===== src/rtl/core/sq8l2_pkg.sv =====
// shared types and constants for the sq8 squared l2 distance core
`default_nettype none

package sq8l2_pkg;

  typedef enum logic [1:0] {
    CMD_QUERY = 2'd0,
    CMD_MIN   = 2'd1,
    CMD_STEP  = 2'd2,
    CMD_CODE  = 2'd3
  } cmd_t;

  localparam int VAL_W    = 32;
  localparam int CODE_W   = 8;
  localparam int DIMS_W   = 11;
  localparam int IDX_W    = 10;
  localparam int SQ_W     = 47;
  localparam int SUM_W    = 50;
  localparam int DIST_W   = 63;
  localparam int VNUM_W   = 16;
  localparam logic [DIMS_W-1:0] DIMS_RESET = 11'd128;
  localparam logic [DIST_W-1:0] DIST_MAX   = {DIST_W{1'b1}};

  // per-stage control that travels beside the lane data
  typedef struct packed {
    logic valid;
    logic last;
  } ctl_t;

endpackage

`default_nettype wire


===== src/rtl/core/sq8l2_lane.sv =====
// one distance lane: rebuild, saturating difference and truncated square
`default_nettype none

module sq8l2_lane
  import sq8l2_pkg::*;
(
  input  wire logic                    clk,
  input  wire logic                    en,
  input  wire logic [CODE_W-1:0]       code,
  input  wire logic                    lane_on,
  input  wire logic signed [VAL_W-1:0] query,
  input  wire logic signed [VAL_W-1:0] min_val,
  input  wire logic signed [VAL_W-1:0] step,
  output logic [SQ_W-1:0]              sq,
  output logic                         sat
);

  localparam logic signed [42:0] DIFF_MAX = 43'sd2147483647;
  localparam logic signed [42:0] DIFF_MIN = -43'sd2147483648;

  logic signed [40:0]      prod_full;
  logic signed [40:0]      prod2;
  logic signed [VAL_W-1:0] min2;
  logic signed [VAL_W-1:0] query2;
  logic                    on2;
  logic signed [42:0]      rec;
  logic signed [42:0]      diff;
  logic                    over_hi;
  logic                    over_lo;
  logic [VAL_W-1:0]        diff_clamp;
  logic [VAL_W-1:0]        diff3;
  logic                    sat3;
  logic [VAL_W-1:0]        mag;
  logic [63:0]             sq_full;

  assign prod_full = 41'(signed'({1'b0, code})) * 41'(step);

  always_ff @(posedge clk) begin
    if (en) begin
      prod2  <= prod_full;
      min2   <= min_val;
      query2 <= query;
      on2    <= lane_on;
    end
  end

  always_comb begin
    rec     = 43'(min2) + 43'(prod2);
    diff    = 43'(query2) - rec;
    over_hi = diff > DIFF_MAX;
    over_lo = diff < DIFF_MIN;
    if (!on2) begin
      diff_clamp = '0;
    end else if (over_hi) begin
      diff_clamp = 32'h7fff_ffff;
    end else if (over_lo) begin
      diff_clamp = 32'h8000_0000;
    end else begin
      diff_clamp = diff[VAL_W-1:0];
    end
  end

  always_ff @(posedge clk) begin
    if (en) begin
      diff3 <= diff_clamp;
      sat3  <= on2 & (over_hi | over_lo);
    end
  end

  // magnitude of the most negative value still fits as unsigned
  assign mag     = diff3[VAL_W-1] ? (~diff3 + 32'd1) : diff3;
  assign sq_full = 64'(mag) * 64'(mag);

  always_ff @(posedge clk) begin
    if (en) begin
      sq  <= sq_full[16 +: SQ_W];
      sat <= sat3;
    end
  end

endmodule

`default_nettype wire


===== config.mk =====
export PLATFORM = sky130hd
export DESIGN_NAME = sq8l2_lane
export DESIGN_NICKNAME = d
export VERILOG_FILES = /design/src/rtl/core/sq8l2_pkg.sv /design/src/rtl/core/sq8l2_lane.sv
export SDC_FILE = /design/constraint.sdc
export NUM_CORES = 2
export LEC_CHECK = 0
export BUFFER_PORTS_ARGS = -buffer_cell sky130_fd_sc_hd__clkbuf_2
export CORE_MARGIN = 2
export CORE_UTILIZATION = 40
export DETAILED_ROUTE_END_ITERATION = 8
export PLACE_DENSITY_LB_ADDON = 0.15
export SLEW_MARGIN = 20
export SYNTH_ARGS = -nofsm -noshare
export SYNTH_HDL_FRONTEND = slang
export SYNTH_SLANG_ARGS = --single-unit

===== constraint.sdc =====
create_clock -name clk -period 11.7 [get_ports clk]
set_clock_uncertainty 0.1 [all_clocks]
set_input_delay 1.17 -clock clk [delete_from_list [all_inputs] [get_ports clk]]
set_output_delay 1.17 -clock clk [all_outputs]
set_load 0.03 [all_outputs]

==> impl_metrics.tcl <==
set metrics [dict create \
    status "finished clean" \
    fin_nets 6439 \
    synth_area_leaders "fa_1 (45%), edfxtp_1 (12%), inv_1 (11%)" \
    netlist_instances 4755 \
    synthFlopType "edfxtp_1" \
    htreeDepth 4 \
    num_vias 31361 \
    initial_core_util_pct 40.4 \
    path_class "reg2reg" \
    grt_max_degree 73 \
    routed_wl_mm 124 \
    nFillCells 11373 \
    grt_first_pass_wirelength_mm 198 \
    final_cell_mix "inv_1 (1,332), fa_1 (1,036), nand2_1 (401), ha_1 (397), nor2_1 (311)" \
    arrival_ns 11.05 \
    worst_path_largest_cell_delay_ns 0.58 \
    first_pass_iters 5 \
    ys_seq_area_share_pct 12.2 \
    clk_latency_ns 0.55 \
    setup_viol 0 \
    yosys.area.top_type "fa_1" \
    root_buffer "clkbuf_16" \
    gr-total-overflow 0 \
    worst_pin_slew_ns 0.967 \
    drt_iter0_drc 1642 \
    timing.setup.tns_ns 0 \
    synth_edf_count 187 \
    syn-cell-area_um2 46200 \
    die_w_um 344 \
    regToRegSetupSlack_ns 0.82 \
    min_period_ns 10.88 \
    grt_usage_pct 22.1 \
    grt_pass1_vias 34762 \
    synth_cell_types 79 \
    crit_buf_inv 7 \
    slew_headroom_pct 35.5 \
    antenna_found_initial 0 \
    final_hold_viol_count 0 \
    max_cap_viol_count 0 \
    rows 124 \
    die_area_um2 118000 \
    hpwl_mm 105 \
    slowest_stage "or4_1" \
    place_inst 6392 \
    core-area_um2 115000 \
    drive_above_1_share_pct 6.01 \
    cp_top_family "adder cells" \
    cts.sinks 187 \
    cts_tree "done" \
    async_reset_ff_share_pct 0 \
    drv_slew 0 \
    viasPerCell 4.88 \
    post_drt_wl_per_cell_um 19.3 \
    drc 0 \
    layout_commonest_cell "inv_1" \
    die_h_um 344 \
    crit_path_max_fanout 19 \
    clockBufferDepth 2 \
    area.growth.synth_to_final_pct 7.76 \
    yosys.area.top_type_share_pct 44.9 \
    start_kind "register" \
    period_share_pct 93.0 \
    synth-seq-cells 187 \
    min_path_type "reg2reg" \
    io_pins 155 \
    rsz0062_at_grt "no" \
    port_buffers 154 \
    ant_nets 0 \
    critPathCaptureType "register" \
    synth_area_per_cell_um2 9.72 \
    worst-endpoint-required_ns 11.87 \
    cpMostUsedCell "fa_1" \
    fmax_ghz 0.0919 \
    cts_inserted_buffers 17 \
    ys_warn_count 0 \
    path_clk_slew_ns 0.11 \
    place_congestion 0.895 \
    final_cells 6426 \
]
[sequential cells by signal, indices dropped and copies added, names as in the netlist]
signal  flops
diff3      32
min2       32
on2         1
prod2      41
query2     32
sat         1
sat3        1
sq         47
[worst paths after layout]
path | from | to | cells after the start
max | diff3[2] | sq[43] | 35
min | sat3 | sat | 0
max reg2reg | diff3[2] | sq[43] | 35
min reg2reg | sat3 | sat | 0
[stage by stage]
stage	area, um^2	utilization (%)	hold slack, ns	setup slack (ns)
2_1_floorplan	46300	-	0.300	1.24
3_3_place_gp	49100	42.9	0.304	0.734
3_5_place_dp	49100	42.9	0.311	0.572
4_1_cts	49800	43.5	0.362	0.497
5_1_grt	49800	43.5	0.361	0.167
6_report	49800	43.5	0.350	0.816
[cell usage after synthesis (16+ instances only)]
library cell	instances
a21oi_1	121
fa_1	1036
nand2_1	401
edfxtp_1	187
a21o_1	120
nand4_1	19
nor2_1	311
nor3_1	16
clkbuf_1	107
o21bai_1	22
o21ai_0	52
xnor2_1	114
nand3_1	27
o21a_1	17
and3_1	21
xor2_1	62
and2_1	169
ha_1	397
inv_1	1332
[kinds of logic after synthesis]
family / count (synthesis) / share of synthesized area (%)
AO/OA/AOI/OAI: 443 / 6.43
multiplexers: 4 / 0.0894
adder cells (fa/ha/maj): 1433 / 55.6
flip-flops: 187 / 12.2
buffers and inverters: 1465 / 11.9
other: 2 / 0.0163
AND/OR/NAND/NOR: 1044 / 10.4
XOR/XNOR: 177 / 3.37
[layout make-up]
cell class	instances	area [um^2]	share of cell area (%)
Timing Repair Buffer	225	1310	2.64
Clock inverter	15	248	0.498
Sequential cell	187	5620	11.3
Tap cell	1512	1890	3.80
Inverter	1342	5040	10.1
Antenna cell	2	5.00	0.0101
Clock buffer	17	425	0.854
Multi-Input combinational cell	3126	35300	70.8
[routing by layer]
| layer | up-vias | routed length (um) | track usage, % |
|---|---|---|---|
| met5 | - | 0 | 0 |
| met4 | 0 | 3340 | 6.24 |
| met3 | 117 | 5360 | 2.52 |
| met2 | 688 | 61300 | 38.4 |
| met1 | 16075 | 53700 | 29.0 |
| li1 | 14481 | - | - |
[what timing repair did]
item / in CTS / in global routing
gates resized for setup: 0 / 2
setup endpoints to repair: 0 / 4
hold buffers: 0 / 0
buffers inserted: 0 / 0
Power is left out: the tool's default activity adds up to more than one toggle a clock period on the data nets, which glitch-free logic cannot reach.
