`src/rtl/core/sq8l2_pkg.sv`:
```
// shared types and constants for the sq8 squared l2 distance core
`default_nettype none

package sq8l2_pkg;

  typedef enum logic [1:0] {
    CMD_QUERY = 2'd0,
    CMD_MIN   = 2'd1,
    CMD_STEP  = 2'd2,
    CMD_CODE  = 2'd3
  } cmd_t;

  localparam int VAL_W    = 32;
  localparam int CODE_W   = 8;
  localparam int DIMS_W   = 11;
  localparam int IDX_W    = 10;
  localparam int SQ_W     = 47;
  localparam int SUM_W    = 50;
  localparam int DIST_W   = 63;
  localparam int VNUM_W   = 16;
  localparam logic [DIMS_W-1:0] DIMS_RESET = 11'd128;
  localparam logic [DIST_W-1:0] DIST_MAX   = {DIST_W{1'b1}};

  // per-stage control that travels beside the lane data
  typedef struct packed {
    logic valid;
    logic last;
  } ctl_t;

endpackage

`default_nettype wire

```
`src/rtl/core/sq8l2_merge.sv`:
```
// lane sum, saturating accumulator and result register
`default_nettype none

module sq8l2_merge
  import sq8l2_pkg::*;
#(
  parameter int LANES = 8
) (
  input  wire logic              clk,
  input  wire logic              rst,
  input  wire ctl_t              ctl_in,
  input  wire logic [SQ_W-1:0]   lane_sq [LANES],
  input  wire logic              lane_sat [LANES],
  output logic                   advance,
  output logic                   m_tvalid,
  input  wire logic              m_tready,
  output logic [DIST_W-1:0]      distance,
  output logic                   saturated,
  output logic [VNUM_W-1:0]      vector_number
);

  logic [SUM_W-1:0]  sum_lanes;
  logic              sat_lanes;
  ctl_t              ctl5;
  logic [SUM_W-1:0]  sum5;
  logic              sat5;
  logic [DIST_W-1:0] acc;
  logic              seen;
  logic [VNUM_W-1:0] vcount;
  logic [63:0]       total;
  logic              over;
  logic [DIST_W-1:0] acc_next;
  logic              seen_next;
  logic              finish;

  always_comb begin
    sum_lanes = '0;
    sat_lanes = 1'b0;
    for (int k = 0; k < LANES; k++) begin
      sum_lanes = sum_lanes + SUM_W'(lane_sq[k]);
      sat_lanes = sat_lanes | lane_sat[k];
    end
  end

  // hold only if a finished vector meets a full, stalled result register
  assign advance = !(ctl5.valid && ctl5.last && m_tvalid && !m_tready);

  always_ff @(posedge clk) begin
    if (rst) begin
      ctl5 <= '0;
    end else if (advance) begin
      ctl5 <= ctl_in;
    end
  end

  always_ff @(posedge clk) begin
    if (advance) begin
      sum5 <= sum_lanes;
      sat5 <= sat_lanes;
    end
  end

  // squares are never negative, so one clamp covers the lane adds in order
  assign total     = 64'(sum5) + 64'(acc);
  assign over      = total[63];
  assign acc_next  = over ? DIST_MAX : total[DIST_W-1:0];
  assign seen_next = seen | sat5 | over;
  assign finish    = advance && ctl5.valid && ctl5.last;

  always_ff @(posedge clk) begin
    if (rst) begin
      acc    <= '0;
      seen   <= 1'b0;
      vcount <= '0;
    end else if (advance && ctl5.valid) begin
      if (ctl5.last) begin
        acc    <= '0;
        seen   <= 1'b0;
        vcount <= vcount + 16'd1;
      end else begin
        acc  <= acc_next;
        seen <= seen_next;
      end
    end
  end

  always_ff @(posedge clk) begin
    if (rst) begin
      m_tvalid <= 1'b0;
    end else if (finish) begin
      m_tvalid <= 1'b1;
    end else if (m_tready) begin
      m_tvalid <= 1'b0;
    end
  end

  always_ff @(posedge clk) begin
    if (finish) begin
      distance      <= acc_next;
      saturated     <= seen_next;
      vector_number <= vcount + 16'd1;
    end
  end

endmodule

`default_nettype wire

```
`config.mk`:
```
export PLATFORM = sky130hd
export DESIGN_NAME = sq8l2_merge
export DESIGN_NICKNAME = d
export VERILOG_FILES = /design/src/rtl/core/sq8l2_pkg.sv /design/src/rtl/core/sq8l2_merge.sv
export SDC_FILE = /design/constraint.sdc
export NUM_CORES = 1
export LEC_CHECK = 0
export BUFFER_PORTS_ARGS = -buffer_cell sky130_fd_sc_hd__buf_4
export CORE_ASPECT_RATIO = 0.75
export CORE_UTILIZATION = 50
export CTS_BUF_LIST = sky130_fd_sc_hd__clkbuf_2
export DETAILED_ROUTE_END_ITERATION = 8
export GPL_TIMING_DRIVEN = 0
export HOLD_SLACK_MARGIN = 0.08
export MAX_ROUTING_LAYER = met4
export PLACE_DENSITY = 0.75
export SYNTH_ARGS = -nofsm -noshare
export SYNTH_HDL_FRONTEND = slang
export SYNTH_SLANG_ARGS = --single-unit
```
`constraint.sdc`:
```
create_clock -name clk -period 14.85 [get_ports clk]
set_input_delay 2.2275 -clock clk [delete_from_list [all_inputs] [get_ports clk]]
set_output_delay 2.2275 -clock clk [all_outputs]
set_load 0.01 [all_outputs]
```
==> results.sh, run 1 <==
export IMPL_yosysMostFrequentCell="inv_1"
export IMPL_ys_flop_type="edfxtp_1"
export IMPL_pre_cts_ws_ns=6.26
export IMPL_drt_pass1_iter_count=5
export IMPL_rsz0062_at_grt="false"
export IMPL_vias=17100
export IMPL_grt_max_degree=57
export IMPL_cts_setup_buffers=0
export IMPL_fin_crit_sh=0.519
export IMPL_cts_resized=0
export IMPL_netlist_top_cells_area="fa_1, edfxtp_1, inv_1"
export IMPL_critPathMaxFanout=9
export IMPL_ys_warn_count=0
export IMPL_grt_pass1_wl_um=86800
export IMPL_clk_latency_ns=0.86
export IMPL_dpl_cell_area_um2=25100
export IMPL_fmax_mhz=130
export IMPL_ant_nets=0
export IMPL_crit_path_end_kind="flip-flop"
export IMPL_fin_skew_ns=0.0436
export IMPL_die_h_um=179
export IMPL_p_leak_nw=13.1
export IMPL_start_kind="input port"
export IMPL_num_fill_cells=3345
export IMPL_synth_seq_cells=214
export IMPL_cts_root_buf="clkbuf_2"
export IMPL_cts_buffers=54
export IMPL_grt_pass1_vias=17100
export IMPL_slew_headroom=0.323
export IMPL_slew_violations=0
export IMPL_synth_top_area_frac=0.271
export IMPL_hold_depth=2
export IMPL_fp_dieW_um=238
export IMPL_tightest_slew_ns=1.01
export IMPL_final_core_util=0.626
export IMPL_drcViolationCount=0
export IMPL_area_growth_synth_to_final_pct=22.9
export IMPL_synthTopCellsByCount="inv_1, fa_1, nand2_1"
export IMPL_hold_viol=0
export IMPL_num_io_pins=471
export IMPL_wl_per_cell_um=16.4
export IMPL_hold_ws_ns=0.477
export IMPL_arrival_ns=8.26
export IMPL_post_dp_hpwl_um=46500
export IMPL_status="completed"
export IMPL_avgSynthCellArea_um2=9.45
export IMPL_reg2reg_depth=13
export IMPL_dr_first_iter_drc_count=1020
export IMPL_seq_area_frac_synth=0.268
export IMPL_synth_cells=2206
export IMPL_finalInstanceArea_um2=25600
export IMPL_rows=64
export IMPL_gp_congestion=0.957
export IMPL_cts_tree="yes"
export IMPL_worst_setup_path_type="input port to flip-flop"
export IMPL_initial_core_util=0.510
export IMPL_setup_ws_ns=7.14
export IMPL_grt_total_usage=0.266
export IMPL_coreArea_um2=40900
export IMPL_min_period_ns=7.71
export IMPL_cap_violations=0
export IMPL_path_clk_slew_ns=0.10
export IMPL_synthArstFlopShare=0
export IMPL_nets=3506
export IMPL_setup_viol=0
export IMPL_synth_edf_count=131
export IMPL_via_per_inst=5.11
export IMPL_hold_class="flip-flop to flip-flop"
export IMPL_wirelength_um=54900
export IMPL_synth_nets=2978
export IMPL_setup_tns_ns=0
export IMPL_cts_hold_buf=0
export IMPL_synth_cell_type_count=77
export IMPL_drive_gt1_frac=0.211
export IMPL_overflow=0
export IMPL_yosysTopAreaCell="fa_1"
export IMPL_ir_drop_v=0.000136
export IMPL_critPathRequiredTime_ns=15.40
export IMPL_antenna_found_initial=1
export IMPL_portBuffers=470
export IMPL_synthesis_area_um2=20900
export IMPL_h_tree_depth=2
export IMPL_power_density_nw_per_um2=194
export IMPL_clock_sinks=214
export IMPL_dieArea_um2=42500
export IMPL_cts_buffer_depth=3
-- registers in the layout (all words and copies together), names as in the netlist --
register and cells:
acc 63, distance 63, sum5 50, vcount 16, vector_number 16, ctl5 2
m_tvalid 1, sat5 1, saturated 1, seen 1
-- per-layer routing --
layer  routed length, µm  track usage  up-vias
li1                    -            -     8127
met1               25500        0.380     8296
met2               24900        0.408      588
met3                3720       0.0385       57
met4                 754       0.0500        0
met5                   0            -        -
-- stage by stage --
stage | power (mW) | instances
after floorplan | 3.62 | 2206
after global placement | 4.46 | 3237
after detailed placement | 4.53 | 3239
after CTS | 4.96 | 3340
after global routing | 5.46 | 3341
final | 4.97 | 3341
-- layout make-up --
class                      instances  area [µm²]  share of cell area
inverter                         595        2230              0.0872
tap                              561         702              0.0274
multi-input combinational       1338       12800               0.499
clock buffer                      78         390              0.0152
sequential                       214        5600               0.218
timing repair buffer             472        3570               0.139
antenna                            1        2.50           0.0000977
clock inverter                    23         103             0.00400
buffer                            59         239             0.00933
-- placed cells by master, fill, tap and decap left out, types with 9 or more instances in the layout --
master	count
clkbuf_1	54
a211oi_1	9
inv_1	595
nand4_1	24
and3_1	24
clkinv_1	15
nor2_1	94
a21oi_1	117
fa_1	282
o21bai_1	20
edfxtp_1	131
nand2b_1	15
xor2_1	54
o21ai_0	89
o31ai_1	9
nand2_1	145
a21o_1	59
dfxtp_1	83
a31oi_1	15
nand3_1	26
buf_4	471
clkbuf_2	78
xnor2_1	67
ha_1	101
nor3_1	12
a22o_1	24
a22oi_1	24
-- cells by family after synthesis --
family | count (synthesis) | share of synthesized area
XOR/XNOR | 121 | 0.0508
flip-flops | 214 | 0.268
adder cells (fa/ha/maj) | 383 | 0.331
multiplexers | 5 | 0.00264
AO/OA/AOI/OAI | 438 | 0.140
AND/OR/NAND/NOR | 391 | 0.0883
buffers and inverters | 654 | 0.118
-- worst max-delay path, cell delays in order --
cell	delay, ns
buf_4	0.08
inv_1	0.04
fa_1	0.52
inv_1	0.05
fa_1	0.51
fa_1	0.55
inv_1	0.06
fa_1	0.53
inv_1	0.04
ha_1	0.26
clkbuf_1	0.31
nand4_1	0.19
nor4_1	0.74
o2111ai_1	0.39
a21oi_1	0.33
nor2_1	0.15
a211o_1	0.34
a31o_2	0.23
nor2_1	0.26
a2111oi_0	0.23
xnor2_1	0.22
-- power breakdown --
part	total (mW)	leakage (nW)	internal (mW)	switching (mW)
clock network	0.398	0.376	0.145	0.253
registers	0.998	1.98	0.939	0.0588
logic	3.57	10.8	1.48	2.09
total	4.97	13.1	2.56	2.41
-- path summary, 6_finish.rpt --
| kind | startpoint | end | slack [ns] |
|---|---|---|---|
| hold reg to reg | acc[0] | acc[0] | 0.48 |
| setup / recovery | lane_sq[17] | sum5[48] | 7.14 |
| hold / removal | acc[0] | acc[0] | 0.48 |
| setup reg to reg | sum5[4] | distance[60] | 10.28 |
Note: power is estimated with default switching activity, not from simulation.
==> run 2, diff against run 1 <==
--- a/config.mk
+++ b/config.mk
@@ -13,7 +13,7 @@
 export GPL_TIMING_DRIVEN = 0
 export HOLD_SLACK_MARGIN = 0.08
 export MAX_ROUTING_LAYER = met4
-export PLACE_DENSITY = 0.75
+export PLACE_DENSITY = 0.78
 export SYNTH_ARGS = -nofsm -noshare
 export SYNTH_HDL_FRONTEND = slang
 export SYNTH_SLANG_ARGS = --single-unit
==> constraint.sdc (replaced) <==
create_clock -name clk -period 6.4 [get_ports clk]
set_input_delay 0.96 -clock clk [delete_from_list [all_inputs] [get_ports clk]]
set_output_delay 0.96 -clock clk [all_outputs]
set_load 0.01 [all_outputs]
==> run 2 against run 1 <==
  * Combinational power grew 130%
  * Cell area grew 0.14%
  * Largest cell class unchanged
  * Sequential power grew 130%
  * First-iteration DRC count shrank 4.5%
  * Clock power grew 140%
  * Register-to-register slack lost 8.4 ns
==> results.sh, run 2 (same netlist as run 1, synthesis figures left out) <==
export IMPL_status="completed"
export IMPL_hold_class="input port to flip-flop"
export IMPL_overflow=0
export IMPL_fin_crit_sh=0.955
export IMPL_slowest_delay_ns=0.82
export IMPL_grt_total_usage=0.264
export IMPL_grt_use_met1=0.367
export IMPL_via_per_inst=5.12
export IMPL_dpl_cell_area_um2=25100
export IMPL_path_clk_slew_ns=0.12
export IMPL_pwr_share_seq=0.199
export IMPL_fin_skew_ns=0.0703
export IMPL_hold_viol=0
export IMPL_wirelength_um=54300
export IMPL_final_cell_mix="inv_1, buf_4, fa_1"
export IMPL_crit_chain="buf_4 -> inv_1 -> fa_1 -> inv_1 -> fa_1 -> fa_1 -> inv_1 -> fa_1 -> inv_1 -> ha_1 -> a211oi_1 -> o21bai_1 -> a211o_1 -> o31ai_1 -> o31a_1 -> o41ai_2 -> a211oi_1 -> or3_1 -> o21ai_0"
export IMPL_dieArea_um2=42500
export IMPL_cts_root_buf="clkbuf_2"
export IMPL_dp_cells=3238
export IMPL_worst_setup_path_type="input port to flip-flop"
export IMPL_num_io_pins=471
export IMPL_dr_first_iter_drc_count=974
export IMPL_post_dp_hpwl_um=46100
export IMPL_drive_gt1_frac=0.211
export IMPL_start_kind="input port"
export IMPL_clock_power_share=0.081
export IMPL_rows=64
export IMPL_grt_pass1_vias=17300
export IMPL_grt_max_degree=57
export IMPL_finalInstanceArea_um2=25700
export IMPL_cts_resized=0
export IMPL_wl_per_cell_um=16.3
export IMPL_gp_congestion=0.952
export IMPL_ant_nets=0
export IMPL_cap_violations=0
export IMPL_critPathMaxFanout=5
export IMPL_num_fill_cells=3391
export IMPL_h_tree_depth=2
export IMPL_portBuffers=470
export IMPL_rsz0062_at_grt="false"
export IMPL_gr_max_usage_layer="met2"
export IMPL_worstHoldStart="ctl_in[0]"
export IMPL_drt_pass1_iter_count=5
export IMPL_min_period_ns=6.11
export IMPL_slowest_stage="o31ai_1"
export IMPL_setup_tns_ns=0
export IMPL_ff2ff_setup_slack_ns=1.90
export IMPL_netSwitchingPower_mw=5.63
export IMPL_ir_drop_v=0.000306
export IMPL_fmax_mhz=164
export IMPL_switching_share=0.485
export IMPL_mostFrequentLayoutCell="inv_1"
export IMPL_slew_headroom=0.324
export IMPL_antenna_found_initial=1
export IMPL_cts_buffers=53
export IMPL_clk_latency_ns=0.88
export IMPL_coreArea_um2=40900
export IMPL_clock_sinks=214
export IMPL_nets=3504
export IMPL_cts_tree="yes"
export IMPL_p_leak_nw=13.1
export IMPL_drcViolationCount=0
export IMPL_fp_dieW_um=238
export IMPL_final_core_util=0.627
export IMPL_p_int_mw=5.98
export IMPL_critPathRequiredTime_ns=6.94
export IMPL_grt_pass1_wl_um=86500
export IMPL_p_comb_frac=0.720
export IMPL_setup_viol=0
export IMPL_cts_buffer_depth=3
export IMPL_tightest_slew_ns=1.01
export IMPL_cts_setup_buffers=0
export IMPL_use_met2=0.418
export IMPL_cts_hold_buf=0
export IMPL_power_density_nw_per_um2=452
export IMPL_startpoint="lane_sq[3]"
export IMPL_rr_startpoint="sum5[4]"
export IMPL_slew_violations=0
export IMPL_initial_core_util=0.510
export IMPL_die_h_um=179
export IMPL_crit_path_end_kind="flip-flop"
export IMPL_met3_usage=0.0339
export IMPL_arrival_ns=6.65
export IMPL_fin_cells=3339
export IMPL_area_growth_synth_to_final_pct=23.1
export IMPL_top_regs="acc (63), distance (63), sum5 (50)"
export IMPL_vias=17100
==> run 2: changes by cell type in the layout (fill, tap and decap cells not counted), sizes merged <==
cell	delta
clkbuf	-6
bufinv	+1
buf	-1
clkinv	+3
inv	+1
==> run 2: final timing paths <==
| path | depth (start not counted) | endpoint |
|---|---|---|
| min reg2reg | 2 | acc[0] |
| min | 3 | ctl5[0] |
| max | 19 | sum5[49] |
| max reg2reg | 13 | distance[56] |
==> run 2: routing by layer <==
| metal | wire length, µm | part of all wire | up-vias |
|---|---|---|---|
| met5 | 0 | 0 | - |
| met4 | 811 | 0.015 | 0 |
| met3 | 3360 | 0.062 | 55 |
| met2 | 25400 | 0.47 | 597 |
| met1 | 24700 | 0.45 | 8337 |
| li1 | - | - | 8123 |
==> run 2: power by group through the flow <==
stage | Combinational, mW | Sequential (mW) | Clock [mW]
floorplan | 6.12 | 2.29 | 0
global placement | 7.97 | 2.34 | 0
detailed placement | 8.21 | 2.34 | 0
CTS | 8.27 | 2.32 | 0.971
global route | 9.36 | 2.34 | 1.03
finish | 8.36 | 2.32 | 0.939
==> run 2: worst max-delay path, delay by kind of cell <==
family | cells | cell delay, ns
AOI/OAI and AO/OA | 8 | 2.70
adders and majority gates | 5 | 2.43
buffers and inverters | 5 | 0.30
and+or+nand+nor | 1 | 0.24
==> run 2: area by class of cell <==
cell class              instances  area, µm²  share of cell area
diodes                          1       2.50           0.0000975
plain buffers                  59        241             0.00941
clock buffers                  72        360              0.0140
clock inverters                28        151             0.00590
inverters                     595       2230              0.0870
multi-input cells            1338      12800               0.499
flip-flops and latches        214       5600               0.218
well taps                     561        702              0.0274
repair buffers                471       3560               0.139
==> run 2: stage by stage <==
stage          setup slack (ns)  power, mW  hold WS, ns
2_1_floorplan             0.101       8.41        0.436
3_3_place_gp              -2.23       10.3        0.445
3_5_place_dp             -0.893       10.6        0.465
4_1_cts                  0.0269       11.6        0.285
5_1_grt                  0.0234       12.7        0.320
6_report                  0.285       11.6        0.349
